--- src/design/sheu_pkg.sv ---
// Package with the sequencer states and hash constants of the shingle hash embedding unit.
package sheu_pkg;

  localparam logic [31:0] FNV_BASIS = 32'd2166136261;
  localparam logic [31:0] FNV_PRIME = 32'd16777619;

  typedef enum logic [3:0] {
    S_IDLE,
    S_HASH,
    S_MOD,
    S_UPD_RD,
    S_UPD_WR,
    S_SUM_RD,
    S_SUM_MUL,
    S_SUM_ACC,
    S_NRM_RD,
    S_NRM_MUL,
    S_DIV_INIT,
    S_DIV,
    S_SQRT,
    S_OUT
  } state_t;

endpackage

--- src/design/shingle_hash_embedding_unit.sv ---
// Top level of the shingle hash embedding unit: hashing, histogram and normalization.
//
// Text bytes arrive one transaction at a time. A byte that completes a four-byte window
// takes four passes through the shared 32x32 multiplier for FNV-1a, a 32-step
// bit-serial remainder by the bucket count, and a read-modify-write of the histogram
// memory; other bytes are only taken into the window. A byte marked last then forms
// the sum of squares bucket by bucket, and each output value takes one
// square on the same multiplier, a 35-step restoring division and an 18-step integer
// square root. The block takes no input while it works and while a result waits.
// The histogram is cleared at once through per-bucket valid bits, so no clearing pass.
module shingle_hash_embedding_unit #(
  parameter int MAX_BUCKETS = 64,
  parameter int COUNT_BITS  = 16
) (
  input  logic        clk,
  input  logic        rst,
  input  logic        in_valid,
  output logic        in_stall,
  input  logic [7:0]  text_byte,
  input  logic        last_byte,
  output logic        out_valid,
  input  logic        out_stall,
  output logic [5:0]  bucket_index,
  output logic [16:0] norm_value,
  output logic        last_value,
  input  logic        cfg_we,
  input  logic [6:0]  cfg_data
);
  import sheu_pkg::*;

  localparam int AW = (MAX_BUCKETS > 1) ? $clog2(MAX_BUCKETS) : 1;
  localparam int SW = 2 * COUNT_BITS + 7;
  localparam int CW = 2 * COUNT_BITS;

  state_t state, state_next;
  logic [6:0]  k, k_next;
  logic [5:0]  step, step_next;
  logic [63:0] prod, prod_next;
  logic [SW-1:0] rem, rem_next;
  logic [35:0] qsh, qsh_next;
  logic [20:0] srem, srem_next;
  logic [17:0] root, root_next;
  logic [31:0] wbuf, wbuf_next;
  logic        last_q, last_q_next;
  logic [23:0] recent, recent_next;
  logic [1:0]  seen, seen_next;
  logic [MAX_BUCKETS-1:0] vld, vld_next;
  logic [6:0]  dim_reg;
  logic [6:0]  dim;
  logic [SW-1:0] sum, sum_next;
  logic [6:0]  mrem, mrem_next;
  logic        c2lsb, c2lsb_next;
  logic [16:0] nv, nv_next;

  logic [COUNT_BITS-1:0] mem [MAX_BUCKETS];
  logic [COUNT_BITS-1:0] mem_q;
  logic        vld_q;
  logic [AW-1:0] rd_addr;
  logic        wr_en;
  logic [COUNT_BITS-1:0] wr_data;
  logic [COUNT_BITS-1:0] cnt;
  logic        mul_en;
  logic [31:0] mul_a, mul_b;

  logic [7:0]  m2;
  logic [SW:0] d2;
  logic [20:0] sr2, trial;
  logic [18:0] rnd;

  always_comb begin
    if (dim_reg == 7'd0) begin
      dim = 7'd1;
    end else if (dim_reg > 7'(MAX_BUCKETS)) begin
      dim = 7'(MAX_BUCKETS);
    end else begin
      dim = dim_reg;
    end
  end

  assign cnt          = vld_q ? mem_q : '0;
  assign in_stall     = (state != S_IDLE);
  assign out_valid    = (state == S_OUT);
  assign bucket_index = k[5:0];
  assign last_value   = ((k + 7'd1) == dim);
  assign norm_value   = nv;

  always_comb begin
    state_next  = state;
    k_next      = k;
    step_next   = step;
    prod_next   = prod;
    rem_next    = rem;
    qsh_next    = qsh;
    srem_next   = srem;
    root_next   = root;
    wbuf_next   = wbuf;
    last_q_next = last_q;
    recent_next = recent;
    seen_next   = seen;
    vld_next    = vld;
    sum_next    = sum;
    mrem_next   = mrem;
    c2lsb_next  = c2lsb;
    nv_next     = nv;
    rd_addr     = k[AW-1:0];
    wr_en       = 1'b0;
    wr_data     = (cnt == '1) ? cnt : cnt + 1'b1;
    mul_en      = 1'b0;
    mul_a       = 32'(cnt);
    mul_b       = 32'(cnt);
    m2          = {mrem, prod[31]};
    d2          = {rem, ((step == 6'd0) ? c2lsb : 1'b0)};
    sr2         = {srem[18:0], qsh[35:34]};
    trial       = {1'b0, root, 2'b01};
    rnd         = '0;

    case (state)
      S_IDLE: begin
        if (in_valid) begin
          wbuf_next   = {recent, text_byte};
          recent_next = {recent[15:0], text_byte};
          last_q_next = last_byte;
          if (seen == 2'd3) begin
            step_next  = 6'd0;
            state_next = S_HASH;
          end else begin
            seen_next = seen + 2'd1;
            if (last_byte) begin
              k_next     = 7'd0;
              sum_next   = '0;
              state_next = S_SUM_RD;
            end
          end
        end
      end
      S_HASH: begin
        mul_en    = 1'b1;
        mul_a     = ((step == 6'd0) ? FNV_BASIS : prod[31:0]) ^ {24'd0, wbuf[31:24]};
        mul_b     = FNV_PRIME;
        wbuf_next = {wbuf[23:0], 8'd0};
        step_next = step + 6'd1;
        if (step == 6'd3) begin
          step_next  = 6'd0;
          mrem_next  = 7'd0;
          state_next = S_MOD;
        end
      end
      S_MOD: begin
        mrem_next = (m2 >= {1'b0, dim}) ? 7'(m2 - {1'b0, dim}) : m2[6:0];
        prod_next = {prod[62:0], 1'b0};
        step_next = step + 6'd1;
        if (step == 6'd31) begin
          state_next = S_UPD_RD;
        end
      end
      S_UPD_RD: begin
        rd_addr    = mrem[AW-1:0];
        state_next = S_UPD_WR;
      end
      S_UPD_WR: begin
        rd_addr                = mrem[AW-1:0];
        wr_en                  = 1'b1;
        vld_next[mrem[AW-1:0]] = 1'b1;
        if (last_q) begin
          k_next     = 7'd0;
          sum_next   = '0;
          state_next = S_SUM_RD;
        end else begin
          state_next = S_IDLE;
        end
      end
      S_SUM_RD: begin
        state_next = S_SUM_MUL;
      end
      S_SUM_MUL: begin
        mul_en     = 1'b1;
        state_next = S_SUM_ACC;
      end
      S_SUM_ACC: begin
        sum_next = sum + SW'(prod[CW-1:0]);
        if ((k + 7'd1) == dim) begin
          k_next = 7'd0;
          state_next = S_NRM_RD;
        end else begin
          k_next = k + 7'd1;
          state_next = S_SUM_RD;
        end
      end
      S_NRM_RD: begin
        state_next = S_NRM_MUL;
      end
      S_NRM_MUL: begin
        mul_en     = 1'b1;
        state_next = S_DIV_INIT;
      end
      S_DIV_INIT: begin
        rem_next   = SW'(prod[CW-1:1]);
        c2lsb_next = prod[0];
        qsh_next   = '0;
        step_next  = 6'd0;
        state_next = S_DIV;
      end
      S_DIV: begin
        if (d2 >= {1'b0, sum}) begin
          rem_next = SW'(d2 - {1'b0, sum});
          qsh_next = {qsh[34:0], 1'b1};
        end else begin
          rem_next = d2[SW-1:0];
          qsh_next = {qsh[34:0], 1'b0};
        end
        step_next = step + 6'd1;
        if (step == 6'd34) begin
          step_next  = 6'd0;
          srem_next  = '0;
          root_next  = '0;
          state_next = S_SQRT;
        end
      end
      S_SQRT: begin
        if (sr2 >= trial) begin
          srem_next = sr2 - trial;
          root_next = {root[16:0], 1'b1};
        end else begin
          srem_next = sr2;
          root_next = {root[16:0], 1'b0};
        end
        qsh_next  = {qsh[33:0], 2'b00};
        step_next = step + 6'd1;
        if (step == 6'd17) begin
          rnd        = ({1'b0, root_next} + 19'd1) >> 1;
          nv_next    = (sum == '0) ? 17'd0 : rnd[16:0];
          state_next = S_OUT;
        end
      end
      S_OUT: begin
        if (!out_stall) begin
          if ((k + 7'd1) == dim) begin
            vld_next    = '0;
            seen_next   = 2'd0;
            recent_next = '0;
            state_next  = S_IDLE;
          end else begin
            k_next     = k + 7'd1;
            state_next = S_NRM_RD;
          end
        end
      end
      default: begin
        state_next = S_IDLE;
      end
    endcase

    if (mul_en) begin
      prod_next = mul_a * mul_b;
    end
  end

  always_ff @(posedge clk) begin
    if (rst) begin
      state   <= S_IDLE;
      k       <= 7'd0;
      step    <= 6'd0;
      last_q  <= 1'b0;
      recent  <= '0;
      seen    <= 2'd0;
      vld     <= '0;
      dim_reg <= 7'd64;
    end else begin
      state  <= state_next;
      k      <= k_next;
      step   <= step_next;
      last_q <= last_q_next;
      recent <= recent_next;
      seen   <= seen_next;
      vld    <= vld_next;
      if (cfg_we) begin
        dim_reg <= cfg_data;
      end
    end
  end

  always_ff @(posedge clk) begin
    prod  <= prod_next;
    rem   <= rem_next;
    qsh   <= qsh_next;
    srem  <= srem_next;
    root  <= root_next;
    wbuf  <= wbuf_next;
    sum   <= sum_next;
    mrem  <= mrem_next;
    c2lsb <= c2lsb_next;
    nv    <= nv_next;
  end

  always_ff @(posedge clk) begin
    if (wr_en) begin
      mem[mrem[AW-1:0]] <= wr_data;
    end
    mem_q <= mem[rd_addr];
    vld_q <= vld[rd_addr];
  end

endmodule
--- config.mk ---
export PLATFORM = sky130hd
export DESIGN_NAME = shingle_hash_embedding_unit
export DESIGN_NICKNAME = d
export VERILOG_FILES = /design/src/design/sheu_pkg.sv /design/src/design/shingle_hash_embedding_unit.sv
export SDC_FILE = /design/constraint.sdc
export NUM_CORES = 2
export LEC_CHECK = 0
export ABC_AREA = 0
export BUFFER_PORTS_ARGS = -buffer_cell sky130_fd_sc_hd__buf_4
export CORE_MARGIN = 2
export CORE_UTILIZATION = 50
export CTS_BUF_LIST = sky130_fd_sc_hd__clkbuf_4 sky130_fd_sc_hd__clkbuf_8
export DETAILED_ROUTE_END_ITERATION = 10
export PLACE_DENSITY_LB_ADDON = 0.3
export REMOVE_ABC_BUFFERS = 1
export SLEW_MARGIN = 20
export SYNTH_ARGS = -nofsm -noshare
export SYNTH_HDL_FRONTEND = slang
export SYNTH_SLANG_ARGS = --single-unit
--- constraint.sdc ---
create_clock -name clk -period 16.6 [get_ports clk]
set_input_delay 0.83 -clock clk [delete_from_list [all_inputs] [get_ports clk]]
set_output_delay 0.83 -clock clk [all_outputs]
set_load 0.02 [all_outputs]
Word-level counts from Yosys, hierarchy flattened
Memories as Yosys holds them, arrays and structs flattened. A register that Yosys moved wholly into a read port is not among the register bits.
Index checks and enable logic that the tools add are counted.
{ "classes": {"add_sub_neg": 9, "multipliers": 1, "magnitude_cmp": 7, "n_eq_ne": 33, "n_mux": 77, "bitwise": 2, "n_reduce_logical": 32} }
{ "op_table": {"columns": ["operator", "count"], "rows": [
  ["$mux W39", 5],
  ["$mux W32", 5],
  ["$mux W64", 2],
  ["$pmux W64 S2", 1],
  ["$pmux W39 S3", 1],
  ["$pmux W36 S3", 1],
  ["$pmux W39 S2", 1],
  ["$mux W7", 11],
  ["$mux W24", 3],
  ["$or A64 B64 Y64", 1],
  ["$pmux W32 S2", 1],
  ["$pmux W4 S14", 1],
  ["$pmux W24 S2", 1],
  ["$ge A40 B39 Y1", 1],
  ["$mux W4", 10],
  ["$add A39 B32 Y39", 1],
  ["$logic_not A39 Y1", 1],
  ["$sub A39 B39 Y39", 1],
  ["$mux W19", 2],
  ["$pmux W19 S2", 1],
  ["$mux W18", 2],
  ["$pmux W18 S2", 1],
  ["$mul A32 B25 Y32", 1],
  ["$mux W16", 2],
  ["other kinds (52)", 104]
]} }
{ "totals": {"register_bits": 356, "ramBits": 1024, "input_bits": 21, "output_inout_bits": 26, "wordCells": 181, "memories": 1} }
{ "memory_table": {"columns": ["name", "depth", "width", "read_ports", "rd_clocked_by_memory_dff", "write_ports", "line_no", "source"], "rows": [
  ["mem", 64, 16, 1, 1, 1, "shingle_hash_embedding_unit.sv:55", "logic [COUNT_BITS-1:0] mem [MAX_BUCKETS];"]
]} }

Depth between registers and ports, before layout
{ "depth": {"depth_word": 7, "ltp_mapped": 32, "depth_no_buf": 31} }

Worst setup path after synthesis
No wires, ideal clock.
{ "synth_timing": {"path_kind": "flip-flop to flip-flop", "from": "register step[2]", "to": "register prod[31] (data pin)", "setup_ps": 269, "t_arrival_ps": 7693, "required_ps": 16331, "path_slack_ps": 8638, "stages_incl_launch_ff": 29, "n_path_buf": 2, "period_less_slack_ps": 7962, "path_cell_list": "dfxtp_1 -> clkbuf_1 -> nor4_1 -> and2_1 -> clkbuf_1 -> nor2_1 -> a21oi_1 -> clkinv_1 -> fa_1 -> inv_1 -> fa_1 -> inv_1 -> fa_1 -> fa_1 -> inv_1 -> ha_1 -> fa_1 -> inv_1 -> fa_1 -> inv_1 -> ha_1 -> a2111oi_0 -> and2_1 -> a211oi_1 -> o21ai_0 -> o21ai_0 -> o21ai_0 -> xnor2_1 -> o21ai_0"} }
{ "synth_between": {"elab_chain_len": 6} }
{ "synth_lines": {"columns": ["item", "line_no", "source"], "rows": [
  ["from (decl)", "shingle_hash_embedding_unit.sv:37", "logic [5:0] step, step_next;"],
  ["from (signal assigned)", "shingle_hash_embedding_unit.sv:271", "step <= step_next;"],
  ["$logic_not A6 Y1", "shingle_hash_embedding_unit.sv:138", "mul_a = ((step == 6'd0) ? FNV_BASIS : prod[31:0]) ^ {24'd0, wbuf[31:24]};"],
  ["$mux W32", "shingle_hash_embedding_unit.sv:138", null],
  ["$xor A32 B8 Y32", "shingle_hash_embedding_unit.sv:138", null],
  ["$mux W32", "shingle_hash_embedding_unit.sv:117", "case (state)"],
  ["$mul A32 B25 Y32", "shingle_hash_embedding_unit.sv:254", "prod_next = mul_a * mul_b;"],
  ["$mux W32", "shingle_hash_embedding_unit.sv:253", "if (mul_en) begin"],
  ["named net prod_next[31]", "shingle_hash_embedding_unit.sv:38", "logic [63:0] prod, prod_next;"],
  ["to (signal assigned)", "shingle_hash_embedding_unit.sv:283", "prod <= prod_next;"],
  ["to (decl)", "shingle_hash_embedding_unit.sv:38", null]
]} }
The timed path passes the listed nets, and every way through them passes these cells.
A chain may end at the register's enable or synchronous reset.

Final worst setup path
{ "layout_timing": {"from": "register step[2]", "to": "register prod[28] (data pin)"} }
Same word-level chain as after synthesis.

==> impl_metrics.csv <==
group,metric,value,unit
floorplanning,start_util,0.502,
final_layout,drive_gt1_frac,0.0896,
power_and_ir_drop,p_switching,6.19,mW
floorplanning,core_area,145000,um^2
global_route,grt_max_degree,183,
clock_tree,post_cts_resized,0,
sta,setup_viol_count_final,0,
worst_setup_path,cpMaxStageDelayCell,"nor4_1",
synth,yosys_most_used_dff,"edfxtp_1",
synth,synth-warning-count,0,
power_and_ir_drop,vdd_drop_max,0.332,mV
final_layout,fin_nets,7201,
power_and_ir_drop,p_int,8.36,mW
clock_tree,cts-root-buf,"clkbuf_8",
worst_setup_path,endpoint_kind,"flip-flop",
sta,fmax,103,MHz
worst_setup_path,arrival,10440,ps
final_layout,fill_cells,12208,
sta,period_share,0.587,
clock_tree,path_clk_slew,60,ps
synth,avgSynthCellArea,11.2,um^2
job,cap_violations,0,
power_and_ir_drop,power.share.clock,0.204,
sta,relSlewSlack,0.185,
synth,ys_seq_elements,1396,
synth,async_reset_ff_frac,0,
synth,netlist_area,72900,um^2
sta,fin_ws,6850,ps
placed_design,gp_congestion,0.939,
floorplanning,die_x,386,um
global_route,grt_pass1_vias,49741,
worst_setup_path,cp_max_fo,20,
power_and_ir_drop,seq_power_share,0.312,
detailed_routing,drt_first_pass_iters,8,
worst_setup_path,required,17290,ps
detailed_routing,drt_iter0_drc,5178,
global_route,antenna_found_initial,2,
floorplanning,die_y,386,um
detailed_routing,final_antenna_net_count,0,
global_route,gr-total-overflow,0,
synth,seq_area_frac_synth,0.557,
worst_setup_path,critPathKind,"reg -> reg",
power_and_ir_drop,power_leakage,30.8,nW
floorplanning,row_count,140,
clock_tree,htree_levels,4,
placed_design,dp_slack,6810,ps
clock_tree,cts_hold_buffers,0,
sta,fin_skew,109,ps
clock_tree,clock_sinks,1396,
power_and_ir_drop,p_per_area,181,nW/um^2
final_layout,synthToLayoutAreaGrowth,10.2,%
clock_tree,post_cts_buffers,0,
global_route,grt_pass1_wl,296000,um
power_and_ir_drop,p_sw_frac,0.425,
clock_tree,cts_buffers,219,
detailed_routing,drc,0,
clock_tree,clock_latency,970,ps
worst_setup_path,crit_top_cell,"fa_1",
sta,period_needed,9750,ps
clock_tree,cts_tree,"built",
final_layout,seq_area,40600,um^2
detailed_routing,routed_wl,193000,um
sta,worst_slew_pin_slew,1220,ps
detailed_routing,via_per_inst,5.82,
placed_design,dpl.hpwl,122000,um
global_route,grt_usage,0.258,
worst_setup_path,path_buf_inv,6,
worst_setup_path,start_kind,"flip-flop",
detailed_routing,post_drt_wl_per_cell,22.0,um
final_layout,multi_input_area,29400,um^2
clock_tree,cts_buffer_depth,3,
run_status,status,"completed",
worst_setup_path,critical-path-max-stage-delay,730,ps
sta,finalSetupTns,0,ps
synth,netlist_instances,6537,
floorplanning,boundaryPins,47,
sta,final_hold_viol_count,0,
hold_path,min_path_type,"in -> reg",
sta,rsz0062_at_grt,"false",
power_and_ir_drop,power.share.combinational,0.483,
sta,drv_slew,0,
detailed_routing,vias,50948,
worst_setup_path,path_delay_family,"adder cells",
final_layout,largest_reg_flops,1024,
synth,synth-edff-count,1264,
synth,synthDistinctLibCells,79,
floorplanning,die_area,149000,um^2
placed_design,portBuffers,46,
## cell families (layout without fill, tap and decap cells)
kind of cell / Yosys count / count (layout) / share of synthesized area
buffers and inverters: 900 / 1138 / 0.0488
other: 2 / 66 / 0.000103
muxes: 103 / 103 / 0.0142
xor gates and xnor gates: 165 / 165 / 0.0202
DFF: 1396 / 1396 / 0.557
adders and majority gates: 526 / 526 / 0.122
and+or+nand+nor: 2172 / 2172 / 0.129
AOI/OAI and AO/OA: 1273 / 1273 / 0.109
## cell type report
cell class | instances | area share
clock buffers | 317 | 0.0478
multi-input cells | 4304 | 0.365
well taps | 1917 | 0.0299
flip-flops and latches | 1396 | 0.505
inverters | 551 | 0.0257
diodes | 1 | 0.0000311
repair buffers | 182 | 0.0172
clock inverters | 88 | 0.00863
## Yosys cell counts, types with 22 or more instances
library cell,number,share of area
and2_1,33,0.0028
nand2b_1,29,0.0025
a22o_1,35,0.0042
ha_1,215,0.037
nor2_1,517,0.027
inv_1,546,0.028
nand3_1,240,0.016
nor3_1,39,0.0027
dfxtp_1,132,0.036
and3_1,22,0.0019
o21ai_0,136,0.0093
a32oi_1,68,0.0082
a22oi_1,209,0.022
buf_1,46,0.0024
mux2i_1,99,0.014
nor2b_1,36,0.0031
xor2_1,58,0.0070
a31oi_1,35,0.0030
edfxtp_1,1264,0.52
clkbuf_1,225,0.012
buf_2,60,0.0041
a21oi_1,584,0.040
xnor2_1,105,0.013
nand2_1,1047,0.054
fa_1,311,0.085
or3_1,29,0.0025
nand4_1,100,0.0086
a21o_1,47,0.0048
## routing by layer
metal  routed length (um)  global-route usage  share of wire  vias to the layer above
met5                   16                   0       0.000083                        -
met4                 7730               0.102          0.040                        2
met3                15800              0.0435          0.082                      396
met2                89500               0.410           0.46                     2173
met1                79500               0.355           0.41                    25159
li1                     -                   -              -                    23218
## worst register-to-register path: cells and delay by family, from the launching register on
family	cells	cell delay, ps
buf+inv	6	960
simple gates	7	2180
compound gates	7	2570
flops	1	380
fa+ha+maj	8	3430
## layout by cell type, fill, tap and decap left out, drive strengths merged, types with 8 or more instances in the layout
master	n
or4	21
nor2b	37
nand2b	30
and2	34
a31oi	35
fa	311
a21o	47
o21bai	16
dfxtp	132
a221oi	8
buf	182
conb	65
xnor2	105
nand2	1047
ha	215
and3	22
inv	554
nand3	240
or3	29
edfxtp	1264
nand4	100
a32oi	68
mux2i	99
clkbuf	317
xor2	58
nor2	518
o21ai	139
o21a	20
nor4	20
a211o	9
a21oi	594
or2	12
o31ai	10
clkinv	81
nor3	41
a22oi	209
a211oi	21
a22o	35
o211ai	18
## path summary, 6_finish.rpt
kind,from,end,slack (ps),cells after the start
worst min register to register,recent[11],recent[19],440,2
worst max-delay path,step[2],prod[28],6850,28
worst min-delay path,cfg_data[6],dim_reg[6],120,3
worst max register to register,step[2],prod[28],6850,28
## metrics by stage
step	area (um^2)	utilization	instances	power (mW)	hold WS, ps
floorplan	71700	-	6251	9.91	426
global placement	75800	0.522	8350	11.5	440
detailed placement	75800	0.522	8350	11.5	448
CTS	80300	0.553	8755	14.5	22.8
global route	80300	0.553	8756	15.6	65.8
finish	80300	0.553	8756	14.5	117
## power by group through the flow
stage / Combinational (mW) / Clock, mW / Sequential, mW
after floorplan: 5.42 / 0 / 4.49
after global placement: 6.85 / 0 / 4.61
after detailed placement: 6.93 / 0 / 4.61
after CTS: 6.98 / 3.03 / 4.54
after global routing: 7.85 / 3.16 / 4.56
final: 7.03 / 2.97 / 4.54
(Power assumes the default switching activity.)
